--- config.mk ---
export PLATFORM = sky130hd
export DESIGN_NAME = ipc_mailbox_reply_flow_control_unit
export DESIGN_NICKNAME = d
export VERILOG_FILES = /design/src/rtl/ipcmbx_pkg.sv /design/src/rtl/ipcmbx_ctrl.sv /design/src/rtl/ipcmbx_dpath.sv /design/src/rtl/ipc_mailbox_reply_flow_control_unit.sv
export SDC_FILE = /design/constraint.sdc
export NUM_CORES = 2
export LEC_CHECK = 0
export ABC_CLOCK_PERIOD_IN_PS = 4000
export BUFFER_PORTS_ARGS = -buffer_cell sky130_fd_sc_hd__buf_2
export CAP_MARGIN = 0
export CORE_MARGIN = 2
export CORE_UTILIZATION = 55
export DETAILED_ROUTE_END_ITERATION = 8
export PLACE_DENSITY = 0.71
export SYNTH_ARGS = -nofsm -noshare
export SYNTH_HDL_FRONTEND = slang
export SYNTH_SLANG_ARGS = --single-unit
--- constraint.sdc ---
create_clock -name clk -period 4 [get_ports clk]
set_input_delay 0.4 -clock clk [delete_from_list [all_inputs] [get_ports clk]]
set_output_delay 0.4 -clock clk [all_outputs]
set_load 0.02 [all_outputs]
--- src/rtl/ipcmbx_pkg.sv ---
// ----------------------------------------------------------------------------
// IPC mailbox package
// Shared types, result codes, control bits and register indexes of the
// mailbox reply flow control unit.
// ----------------------------------------------------------------------------
`default_nettype none

package ipcmbx_pkg;

	// Ring depth default and counter geometry
	localparam int DEFAULT_RING_DEPTH = 48;
	localparam int CNT_W              = 6;
	localparam logic [CNT_W-1:0] CNT_MAX = '1;

	// Configuration register indexes
	localparam int CFG_IDX_W = 2;
	localparam logic [CFG_IDX_W-1:0] CFG_MEM2_BASE     = 2'd0;
	localparam logic [CFG_IDX_W-1:0] CFG_HEAP_LIMIT    = 2'd1;
	localparam logic [CFG_IDX_W-1:0] CFG_MEM1_END      = 2'd2;
	localparam logic [CFG_IDX_W-1:0] CFG_REQUEST_BYTES = 2'd3;

	// Configuration reset values
	localparam logic [31:0] RST_MEM2_BASE     = 32'h1000_0000;
	localparam logic [31:0] RST_HEAP_LIMIT    = 32'h1310_0000;
	localparam logic [31:0] RST_MEM1_END      = 32'h0180_0000;
	localparam logic [7:0]  RST_REQUEST_BYTES = 8'd64;

	// Control register bits
	localparam logic [3:0] CTL_OUT      = 4'h1;
	localparam logic [3:0] CTL_RELAUNCH = 4'h2;
	localparam logic [3:0] CTL_IN       = 4'h4;
	localparam logic [3:0] CTL_ACK      = 4'h8;

	// Result kinds
	typedef enum logic [2:0] {
		KIND_MSG_WR        = 3'd0,
		KIND_CTL_WR        = 3'd1,
		KIND_REQ_ACCEPT    = 3'd2,
		KIND_REQ_REJECT    = 3'd3,
		KIND_UNKNOWN_IRQ   = 3'd4,
		KIND_RING_OVERFLOW = 3'd5
	} kind_t;

	// Source of a result value
	typedef enum logic [2:0] {
		VSEL_ZERO,
		VSEL_REPLY,
		VSEL_REQ,
		VSEL_RING,
		VSEL_CTL
	} vsel_t;

	// Controller states
	typedef enum logic [3:0] {
		ST_IDLE,
		ST_DISPATCH,
		ST_EMIT_OVF,
		ST_EMIT_RELAUNCH,
		ST_EMIT_UNKNOWN,
		ST_EMIT_IN_CTL,
		ST_IN_RESULT,
		ST_SEND_RD,
		ST_SEND_MSG,
		ST_SEND_CTL
	} state_t;

	// Commands from controller to datapath
	typedef struct packed {
		logic       capture;
		logic       push;
		logic       set_credit;
		logic       inc_outstanding;
		logic       send_advance;
		logic       load_out;
		kind_t      out_kind;
		vsel_t      out_sel;
		logic [3:0] out_ctl;
		logic       out_last;
	} ctl_cmd_t;

	// Status from datapath to controller
	typedef struct packed {
		logic req_type;
		logic relaunch;
		logic incoming;
		logic ring_full;
		logic ready_nonzero;
		logic credit;
		logic below_ack;
		logic at_ack;
		logic addr_ok;
		logic out_free;
	} dp_status_t;

endpackage

`default_nettype wire

--- src/rtl/ipcmbx_ctrl.sv ---
// ----------------------------------------------------------------------------
// IPC mailbox controller
// Walks one request through dispatch, result emission and the ring send.
// ----------------------------------------------------------------------------
`default_nettype none

module ipcmbx_ctrl (
	input  wire logic                   clk,
	input  wire logic                   arst_n,
	input  wire logic                   in_valid,
	output logic                        in_stall,
	input  wire ipcmbx_pkg::dp_status_t st,
	output ipcmbx_pkg::ctl_cmd_t        cmd
);
	import ipcmbx_pkg::*;

	state_t state_q;
	state_t state_d;

	// State register
	always_ff @(posedge clk or negedge arst_n) begin
		if (!arst_n) begin
			state_q <= ST_IDLE;
		end else begin
			state_q <= state_d;
		end
	end

	// Hold off new requests until the current one has emitted all its results
	assign in_stall = (state_q != ST_IDLE);

	// Next state and commands
	always_comb begin
		state_d = state_q;
		cmd     = '0;
		unique case (state_q)
			ST_IDLE: begin
				if (in_valid) begin
					cmd.capture = 1'b1;
					state_d     = ST_DISPATCH;
				end
			end
			ST_DISPATCH: begin
				priority if (!st.req_type) begin
					if (st.ring_full) begin
						state_d = ST_EMIT_OVF;
					end else begin
						cmd.push = 1'b1;
						// the push makes the ring non-empty
						state_d  = st.credit ? ST_SEND_RD : ST_IDLE;
					end
				end else if (st.relaunch) begin
					cmd.set_credit = 1'b1;
					state_d        = ST_EMIT_RELAUNCH;
				end else if (!st.incoming) begin
					state_d = ST_EMIT_UNKNOWN;
				end else begin
					state_d = ST_EMIT_IN_CTL;
				end
			end
			ST_EMIT_OVF: begin
				if (st.out_free) begin
					cmd.load_out = 1'b1;
					cmd.out_kind = KIND_RING_OVERFLOW;
					cmd.out_sel  = VSEL_REPLY;
					cmd.out_last = !(st.credit && st.ready_nonzero);
					state_d      = (st.credit && st.ready_nonzero) ? ST_SEND_RD : ST_IDLE;
				end
			end
			ST_EMIT_RELAUNCH: begin
				if (st.out_free) begin
					cmd.load_out = 1'b1;
					cmd.out_kind = KIND_CTL_WR;
					cmd.out_sel  = VSEL_CTL;
					cmd.out_ctl  = CTL_RELAUNCH;
					cmd.out_last = !st.ready_nonzero;
					state_d      = st.ready_nonzero ? ST_SEND_RD : ST_IDLE;
				end
			end
			ST_EMIT_UNKNOWN: begin
				if (st.out_free) begin
					cmd.load_out = 1'b1;
					cmd.out_kind = KIND_UNKNOWN_IRQ;
					cmd.out_sel  = VSEL_ZERO;
					cmd.out_last = 1'b1;
					state_d      = ST_IDLE;
				end
			end
			ST_EMIT_IN_CTL: begin
				if (st.out_free) begin
					cmd.load_out        = 1'b1;
					cmd.out_kind        = KIND_CTL_WR;
					cmd.out_sel         = VSEL_CTL;
					cmd.out_ctl         = CTL_IN | (st.below_ack ? CTL_ACK : 4'h0);
					cmd.inc_outstanding = 1'b1;
					state_d             = ST_IN_RESULT;
				end
			end
			ST_IN_RESULT: begin
				if (st.out_free) begin
					cmd.load_out = 1'b1;
					cmd.out_kind = st.addr_ok ? KIND_REQ_ACCEPT : KIND_REQ_REJECT;
					cmd.out_sel  = VSEL_REQ;
					cmd.out_last = 1'b1;
					state_d      = ST_IDLE;
				end
			end
			ST_SEND_RD: begin
				// ring head read is in flight
				state_d = ST_SEND_MSG;
			end
			ST_SEND_MSG: begin
				if (st.out_free) begin
					cmd.load_out     = 1'b1;
					cmd.out_kind     = KIND_MSG_WR;
					cmd.out_sel      = VSEL_RING;
					cmd.send_advance = 1'b1;
					state_d          = ST_SEND_CTL;
				end
			end
			ST_SEND_CTL: begin
				if (st.out_free) begin
					cmd.load_out = 1'b1;
					cmd.out_kind = KIND_CTL_WR;
					cmd.out_sel  = VSEL_CTL;
					cmd.out_ctl  = CTL_OUT | (st.at_ack ? CTL_ACK : 4'h0);
					cmd.out_last = 1'b1;
					state_d      = ST_IDLE;
				end
			end
			default: begin
				state_d = ST_IDLE;
			end
		endcase
	end

endmodule

`default_nettype wire

--- src/rtl/ipcmbx_dpath.sv ---
// ----------------------------------------------------------------------------
// IPC mailbox datapath
// Request capture, configuration registers, reply ring, counters, request
// range check and the result output register.
// ----------------------------------------------------------------------------
`default_nettype none

module ipcmbx_dpath #(
	parameter int RING_DEPTH = ipcmbx_pkg::DEFAULT_RING_DEPTH
) (
	input  wire logic                              clk,
	input  wire logic                              arst_n,
	// request payload
	input  wire logic                              req_type,
	input  wire logic [31:0]                       reply_addr,
	input  wire logic                              flag_relaunch,
	input  wire logic                              flag_incoming,
	input  wire logic [31:0]                       request_addr,
	// configuration
	input  wire logic                              cfg_we,
	input  wire logic [ipcmbx_pkg::CFG_IDX_W-1:0]  cfg_index,
	input  wire logic [31:0]                       cfg_data,
	// control
	input  wire ipcmbx_pkg::ctl_cmd_t              cmd,
	output ipcmbx_pkg::dp_status_t                 st,
	// result channel
	output logic                                   out_valid,
	input  wire logic                              out_stall,
	output logic [2:0]                             kind,
	output logic [31:0]                            value,
	output logic                                   last
);
	import ipcmbx_pkg::*;

	localparam int SLOT_W = $clog2(RING_DEPTH);
	localparam logic [SLOT_W-1:0] SLOT_LAST = SLOT_W'(RING_DEPTH - 1);
	localparam logic [CNT_W-1:0]  DEPTH_CNT = CNT_W'(RING_DEPTH);
	localparam logic [CNT_W-1:0]  ACK_LIMIT = CNT_W'(RING_DEPTH - 1);

	// Configuration registers
	logic [31:0] mem2_base_q;
	logic [31:0] heap_limit_q;
	logic [31:0] mem1_end_q;
	logic [7:0]  request_bytes_q;

	// Captured request
	logic        req_type_q;
	logic [31:0] reply_addr_q;
	logic        relaunch_q;
	logic        incoming_q;
	logic [31:0] request_addr_q;

	// Ring and its bookkeeping
	logic [31:0]       ring_q [RING_DEPTH];
	logic [31:0]       rd_data_q;
	logic [SLOT_W-1:0] write_slot_q;
	logic [SLOT_W-1:0] read_slot_q;
	logic [CNT_W-1:0]  ready_count_q;
	logic [CNT_W-1:0]  outstanding_q;
	logic              credit_q;

	// Range check
	logic [32:0] end_sum;
	logic [31:0] end_q;
	logic        nowrap_q;
	logic        base_ok_q;
	logic        addr_ok_q;

	// Result register
	logic        out_valid_q;
	kind_t       kind_q;
	logic [31:0] value_q;
	logic        last_q;
	logic [31:0] value_d;

	// Configuration writes
	always_ff @(posedge clk or negedge arst_n) begin
		if (!arst_n) begin
			mem2_base_q     <= RST_MEM2_BASE;
			heap_limit_q    <= RST_HEAP_LIMIT;
			mem1_end_q      <= RST_MEM1_END;
			request_bytes_q <= RST_REQUEST_BYTES;
		end else if (cfg_we) begin
			unique case (cfg_index)
				CFG_MEM2_BASE:     mem2_base_q     <= cfg_data;
				CFG_HEAP_LIMIT:    heap_limit_q    <= cfg_data;
				CFG_MEM1_END:      mem1_end_q      <= cfg_data;
				CFG_REQUEST_BYTES: request_bytes_q <= cfg_data[7:0];
				default: ;
			endcase
		end
	end

	// Capture the accepted request
	always_ff @(posedge clk) begin
		if (cmd.capture) begin
			req_type_q     <= req_type;
			reply_addr_q   <= reply_addr;
			relaunch_q     <= flag_relaunch;
			incoming_q     <= flag_incoming;
			request_addr_q <= request_addr;
		end
	end

	// Ring memory: write on push, registered read of the head every cycle
	always_ff @(posedge clk) begin
		if (cmd.push) begin
			ring_q[write_slot_q] <= reply_addr_q;
		end
		rd_data_q <= ring_q[read_slot_q];
	end

	// Slots, counts and send credit
	always_ff @(posedge clk or negedge arst_n) begin
		if (!arst_n) begin
			write_slot_q  <= '0;
			read_slot_q   <= '0;
			ready_count_q <= '0;
			outstanding_q <= '0;
			credit_q      <= 1'b0;
		end else begin
			if (cmd.push) begin
				write_slot_q  <= (write_slot_q == SLOT_LAST) ? '0 : write_slot_q + 1'b1;
				ready_count_q <= ready_count_q + 1'b1;
			end
			if (cmd.set_credit) begin
				credit_q <= 1'b1;
			end
			if (cmd.inc_outstanding && outstanding_q != CNT_MAX) begin
				outstanding_q <= outstanding_q + 1'b1;
			end
			// advance the head after a send
			if (cmd.send_advance) begin
				read_slot_q   <= (read_slot_q == SLOT_LAST) ? '0 : read_slot_q + 1'b1;
				ready_count_q <= ready_count_q - 1'b1;
				credit_q      <= 1'b0;
				if (outstanding_q != '0) begin
					outstanding_q <= outstanding_q - 1'b1;
				end
			end
		end
	end

	// Range check: end bound and base compare, then the window compares
	assign end_sum = {1'b0, request_addr_q} + {25'd0, request_bytes_q};

	always_ff @(posedge clk) begin
		end_q     <= end_sum[31:0];
		nowrap_q  <= !end_sum[32] && (request_bytes_q != 8'd0);
		base_ok_q <= (mem2_base_q <= request_addr_q);
		addr_ok_q <= nowrap_q
			&& ((base_ok_q && (end_q <= heap_limit_q)) || (end_q <= mem1_end_q));
	end

	// Result value selection
	always_comb begin
		unique case (cmd.out_sel)
			VSEL_ZERO:  value_d = '0;
			VSEL_REPLY: value_d = reply_addr_q;
			VSEL_REQ:   value_d = request_addr_q;
			VSEL_RING:  value_d = rd_data_q;
			VSEL_CTL:   value_d = {28'd0, cmd.out_ctl};
			default:    value_d = '0;
		endcase
	end

	// Result register: load when empty or being taken
	always_ff @(posedge clk or negedge arst_n) begin
		if (!arst_n) begin
			out_valid_q <= 1'b0;
		end else if (cmd.load_out) begin
			out_valid_q <= 1'b1;
		end else if (!out_stall) begin
			out_valid_q <= 1'b0;
		end
	end

	always_ff @(posedge clk) begin
		if (cmd.load_out) begin
			kind_q  <= cmd.out_kind;
			value_q <= value_d;
			last_q  <= cmd.out_last;
		end
	end

	assign out_valid = out_valid_q;
	assign kind      = kind_q;
	assign value     = value_q;
	assign last      = last_q;

	// Status to the controller
	assign st.req_type      = req_type_q;
	assign st.relaunch      = relaunch_q;
	assign st.incoming      = incoming_q;
	assign st.ring_full     = (ready_count_q == DEPTH_CNT);
	assign st.ready_nonzero = (ready_count_q != '0);
	assign st.credit        = credit_q;
	assign st.below_ack     = (outstanding_q < ACK_LIMIT);
	assign st.at_ack        = (outstanding_q == ACK_LIMIT);
	assign st.addr_ok       = addr_ok_q;
	assign st.out_free      = !out_valid_q || !out_stall;

endmodule

`default_nettype wire

--- src/rtl/ipc_mailbox_reply_flow_control_unit.sv ---
// Flow: an accepted request is captured and dispatched, then its results
// are registered one by one; a ring send first reads the ring head.
// A new request is held off until the current one is done, and a stalled
// result output holds the flow.
// Reset: asynchronous, clears state, counters, credit and config to defaults;
// the ring contents are not cleared and no clearing pass is run.
// ----------------------------------------------------------------------------
// IPC mailbox reply flow control unit
// Queues reply addresses, sends them under relaunch credit, acknowledges
// incoming requests with deferral and range-checks the request address.
// ----------------------------------------------------------------------------
`default_nettype none

module ipc_mailbox_reply_flow_control_unit #(
	parameter int RING_DEPTH = ipcmbx_pkg::DEFAULT_RING_DEPTH
) (
	input  wire logic                             clk,
	input  wire logic                             arst_n,
	// request channel
	input  wire logic                             in_valid,
	output logic                                  in_stall,
	input  wire logic                             req_type,
	input  wire logic [31:0]                      reply_addr,
	input  wire logic                             flag_relaunch,
	input  wire logic                             flag_incoming,
	input  wire logic [31:0]                      request_addr,
	// configuration
	input  wire logic                             cfg_we,
	input  wire logic [ipcmbx_pkg::CFG_IDX_W-1:0] cfg_index,
	input  wire logic [31:0]                      cfg_data,
	// result channel
	output logic                                  out_valid,
	input  wire logic                             out_stall,
	output logic [2:0]                            kind,
	output logic [31:0]                           value,
	output logic                                  last
);
	import ipcmbx_pkg::*;

	ctl_cmd_t   cmd;
	dp_status_t st;

	ipcmbx_ctrl u_ctrl (
		.clk      (clk),
		.arst_n   (arst_n),
		.in_valid (in_valid),
		.in_stall (in_stall),
		.st       (st),
		.cmd      (cmd)
	);

	ipcmbx_dpath #(
		.RING_DEPTH (RING_DEPTH)
	) u_dpath (
		.clk           (clk),
		.arst_n        (arst_n),
		.req_type      (req_type),
		.reply_addr    (reply_addr),
		.flag_relaunch (flag_relaunch),
		.flag_incoming (flag_incoming),
		.request_addr  (request_addr),
		.cfg_we        (cfg_we),
		.cfg_index     (cfg_index),
		.cfg_data      (cfg_data),
		.cmd           (cmd),
		.st            (st),
		.out_valid     (out_valid),
		.out_stall     (out_stall),
		.kind          (kind),
		.value         (value),
		.last          (last)
	);

endmodule

`default_nettype wire

## Yosys cells after proc, flatten, opt, wreduce, memory -nomap -nowiden

Memories as Yosys holds them, arrays and structs flattened. A register that Yosys moved wholly into a read port is not among the register bits.
Index checks and enable logic that the tools add are counted.

- Add/subtract/negate cells: 7
- Magnitude comparators: 4
- Eq/ne operators: 28
- Multiplexer cells: 52
- Reduce and logical (&&, ||, !) cells: 27

Operators by type and width:

| kind | number |
|---|---|
| case mux 32 bit (4 select lines) | 1 |
| <= comparator 32 bit | 3 |
| case mux 7 bit (7 select lines) | 1 |
| 2-to-1 mux 6 bit | 7 |
| 2-to-1 mux 4 bit | 10 |
| adder 32 x 8 -> 33 bit | 1 |
| case mux 4 bit (8 select lines) | 1 |
| adder 6 x 1 -> 6 bit, second input constant | 4 |
| == test 6 bit, second input constant | 4 |
| 2-to-1 mux 12 bit | 2 |
| 2-to-1 mux 7 bit | 3 |
| 2-to-1 mux 1 bit | 18 |
| == test 4 x 3 -> 1 bit, second input constant | 4 |
| 2-to-1 mux 3 bit | 4 |
| case mux 4 bit (3 select lines) | 1 |
| nonzero test 6 bit | 2 |
| subtractor 6 x 1 -> 6 bit, second input constant | 2 |
| 2-to-1 mux 11 bit | 1 |
| != test 2 bit, second input constant | 5 |
| == test 4 x 2 -> 1 bit, second input constant | 2 |
| == test 4 bit, second input constant | 2 |
| 2-to-1 mux 8 bit | 1 |
| AND reduction 2 bit | 4 |
| nonzero test 8 bit | 1 |
| 21 further kinds | 34 |

- Flip-flop bits (word level): 272
- Bits in writable memories: 1,536
- Input port bits: 106
- Output and inout port bits: 38
- Word-level logic and storage cells: 142
- Memories: 1

Memories:

| memory | depth | width | read ports | clocked after Yosys merged registers in | write ports | line | text |
|---|---|---|---|---|---|---|---|
| u_dpath.ring_q | 48 | 32 | 1 | 1 | 1 | ipcmbx_dpath.sv:54 | `logic [31:0] ring_q [RING_DEPTH];` |

## Logic depth before layout (Yosys ltp)

- Depth after elaboration: 8
- Gate-level depth with buffers: 12
- Depth with buffers taken out: 10

## Modules after synthesis

Synthesis repeated with hierarchy kept, for this count alone.

- Cell total of the unflattened synthesis: 3,497
- Area total of the unflattened synthesis: 72,749.8 sq um

Modules (own cells, without submodules):

| module | times used | cells each | area an instance (sq um) | seq. area each (sq um) |
|---|---|---|---|---|
| ipcmbx_dpath | 1 | 3,407 | 72,125.4 | 53,821.6 |
| ipcmbx_ctrl | 1 | 90 | 624.3 | 100.1 |

## Worst setup path after synthesis

OpenSTA, ideal clock, no wires.

- Path kind: reg2reg
- Start point: reg u_ctrl.state_q[1]
- End point: mem u_dpath.ring_q[45][0] (enable)
- Setup time: 421 ps
- Arrival time: 3,199 ps
- Required time: 3,579 ps
- Path slack: 380 ps
- Cell stages (with the launch flop): 6
- Buffers on the path: 1
- Period minus slack after synthesis: 3,620 ps
- Cell sequence: dfrtp_1 > clkbuf_1 > or4b_4 > a311oi_4 > nand4b_1 > nor2_1

- Cells in the longest elaborated chain, start to end: 4

Ends and longest elaborated chain:

| element | line | text |
|---|---|---|
| start: declaration | ipcmbx_ctrl.sv:17 | `state_t state_q;` |
| start signal: assignment | ipcmbx_ctrl.sv:25 | `state_q <= state_d;` |
| == test 4 x 1 -> 1 bit | ipcmbx_ctrl.sv:36 | `unique case (state_q)` |
| 2-to-1 mux 2 bit | ipcmbx_ctrl.sv:36 |  |
| 2-to-1 mux 1 bit | ipcmbx_dpath.sv:107 | `if (cmd.push) begin` |
| 2-to-1 mux 1 bit (not written as such) | ipcmbx_dpath.sv:108 | `ring_q[write_slot_q] <= reply_addr_q;` |
| end: declaration | ipcmbx_dpath.sv:54 |  |

No other way between the ends.

## Worst setup path in the final report

- Start point: reg u_ctrl.state_q[2]
- End point: mem u_dpath.ring_q[14][27] (enable)

Same word-level chain as after synthesis.

==> impl_metrics.toml <==
[detailed_routing]
firstDrtPassIters = 8
drtIter0Drc = 4770
antenna_left = 0
wirelength_um = 178000
wl_per_cell_um = 30.6
drc = 0
met3_length_um = 16700
vias = 36700
vias_per_cell = 6.30
dr.max_layer_used = "met5"
drt-met1-wl_um = 68800
met2_length_um = 87800

[clock_network]
cts_made_buffers = 180
clockBufferDepth = 3
root_buffer = "clkbuf_16"
clkSlewWorstSetupHoldPaths_ps = 60
post_cts_buffers = 0
h-tree-depth = 4
cts_tree = "built"
clkLatencyLatePin_ps = 830
cts.sinks = 1840

[floorplanning]
die_w_um = 367
ios = 144
initial_utilization_pct = 55.2
core_area_um2 = 131000
dieHeight_um = 367
dieArea_um2 = 134000
rows = 133

[grt]
antenna_found_initial = 4
track_usage_pct = 26.7
grt_overflow = 0
grt_pass1_vias = 36900
grt_start_max_net_pins = 107
grt_pass1_wl_um = 256000

[placed_design]
place.gp.congestion = 0.848
hpwlAfterDp_um = 105000
io_buffers = 143

[pwr]
p_per_area_nw_per_um2 = 624
leakage_nw = 27.7
finalPower_mw = 52.3
irDropWorstVdd_mv = 0.508

[critical_path]
required_ps = 4430
path_max_fanout = 32
critPathLaunchType = "flop"
endpoint_kind = "flop"
arrival_ps = 3960
critPathKind = "reg2reg"

[timing]
fin_hold_ws_ps = 76.0
rsz0062_at_grt = "false"
finalHoldViolations = 0
fin_skew_ps = 26.7
slew_violations = 0
slew_headroom_pct = 22.8
final.min_clock_period_ps = 3530
fmax_mhz = 283
fin_crit_sh_pct = 88.3
finalSetupViolCount = 0
tightest_slew_ps = 1160
fin_setup_tns_ps = 0

[finish]
utilization_pct = 64.0
final_common_cell = "edfxtp_1"
layout_common_cells = "edfxtp_1 (1,639), mux4_2 (480), clkbuf_16 (183), buf_2 (142), inv_1 (140)"
nFillCells = 8613
fin_nets = 4128
antenna_cells = 0
syn2layout_area_growth_pct = 15.8
drive_gt1_share_pct = 30.7

[hold_path]
hp-class = "in2reg"

[yosys]
synth_edf_count = 1639
synth-seq-cells = 1840
avgSynthCellArea_um2 = 20.9
ys_warn_count = 0
synth_async_sr_flop_share_pct = 7.28
synthCells = 3468
syn_area_um2 = 72300
synth_nets = 3689
yosysSeqAreaShare_pct = 74.5
yosysUniqueCellTypes = 68
yosys_most_used_dff = "edfxtp_1"

[run_status]
outcome = "complete, no violations"

[run]
cap_violations = 0
report_power, final:
part / total [mW] / switching [mW] / internal, mW
clock: 17.0 / 7.22 / 9.79
combinational: 11.5 / 6.24 / 5.23
sequential: 23.8 / 0.989 / 22.8
sequential cells by signal, indices dropped and copies added (netlist names), 8 cells and up:
name	cells
u_dpath.ring_q	1536
u_dpath.end_q	32
u_dpath.heap_limit_q	32
u_dpath.mem1_end_q	32
u_dpath.mem2_base_q	32
u_dpath.rd_data_q	32
u_dpath.reply_addr_q	32
u_dpath.request_addr_q	32
u_dpath.value	32
u_dpath.request_bytes_q	8
worst max-delay path, stage by stage, from the launching register on:
cell and delay, ps:
dfrtp_1 570, or2_2 430, nor2_1 180, nand2_1 230, nor2_1 270, nand3_1 570, nor2_4 250, buf_4 600
cells in the mapped netlist (3+ instances only):
cell,instances,share of area (%)
a211oi_1,7,0.073
a21o_1,17,0.18
a21oi_1,48,0.33
a221oi_1,5,0.061
a222oi_1,28,0.39
a22oi_1,3,0.031
a31oi_1,9,0.078
and3_1,6,0.052
buf_1,25,0.13
buf_2,43,0.30
clkbuf_1,86,0.45
dfrtp_1,126,4.4
dfstp_2,8,0.29
dfxtp_1,67,1.9
edfxtp_1,1639,68
ha_1,113,2.0
inv_1,140,0.73
mux2_2,104,1.6
mux2i_1,33,0.46
mux4_2,480,15
nand2_1,96,0.50
nand2b_1,9,0.078
nand3_1,30,0.21
nand3b_1,4,0.042
nand4_1,22,0.19
nor2_1,96,0.50
nor2b_1,10,0.086
nor3_1,14,0.097
nor4_1,15,0.13
o211ai_1,6,0.062
o21a_1,9,0.093
o21ai_0,35,0.24
o21ai_1,33,0.23
o22ai_1,3,0.026
or2_2,6,0.052
or3_1,8,0.069
xnor2_1,37,0.45
xor2_1,4,0.048
per-layer routing:
metal	track usage (%)	up-vias
met2	43.4	1861
met3	5.85	273
met1	36.8	19400
li1	-	15100
met5	0	-
met4	8.05	4
area by class of cell:
| type | instances | area (µm²) | share of cell area (%) |
|---|---|---|---|
| Sequential cell | 1840 | 53900 | 64.4 |
| Multi-Input combinational cell | 1331 | 17600 | 21.0 |
| Clock buffer | 238 | 4910 | 5.86 |
| Timing Repair Buffer | 413 | 3470 | 4.15 |
| Tap cell | 1755 | 2200 | 2.62 |
| Clock inverter | 99 | 1080 | 1.30 |
| Inverter | 141 | 529 | 0.632 |
per-stage QoR:
step | worst slack [ps] | cell area (µm²) | std cells
3_3_place_gp | 689 | 76800 | 5380
3_5_place_dp | 562 | 76800 | 5380
6_report | 470 | 83800 | 5817
4_1_cts | 556 | 83800 | 5817
2_1_floorplan | 380 | 72300 | 3468
5_1_grt | 360 | 83800 | 5817
timing repair:
item,in CTS,in global routing
hold endpoints to repair,251,0
hold buffers,100,0
gates resized for setup,0,0
final timing paths:
check / cells past startpoint / endpoint / slack [ps] / from
hold reg to reg: 1 / u_dpath.mem1_end_q[2] / 510 / u_dpath.mem1_end_q[2]
setup reg to reg: 7 / u_dpath.ring_q[14][27] / 470 / u_ctrl.state_q[2]
setup / recovery: 7 / u_dpath.ring_q[14][27] / 470 / u_ctrl.state_q[2]
max in group asynchronous: 3 / u_dpath.mem2_base_q[28] / 2760 / arst_n
hold / removal: 5 / u_ctrl.state_q[3] / 80 / out_stall
min in group asynchronous: 2 / u_dpath.mem2_base_q[7] / 240 / arst_n
logic make-up after synthesis:
logic type	synth area share [%]
adders and majority gates	2.01
AOI/OAI and AO/OA	2.12
xor gates and xnor gates	0.496
muxes	17.0
and+or+nand+nor	2.18
buffers and inverters	1.63
DFF	74.5
(Power assumes the default switching activity.)
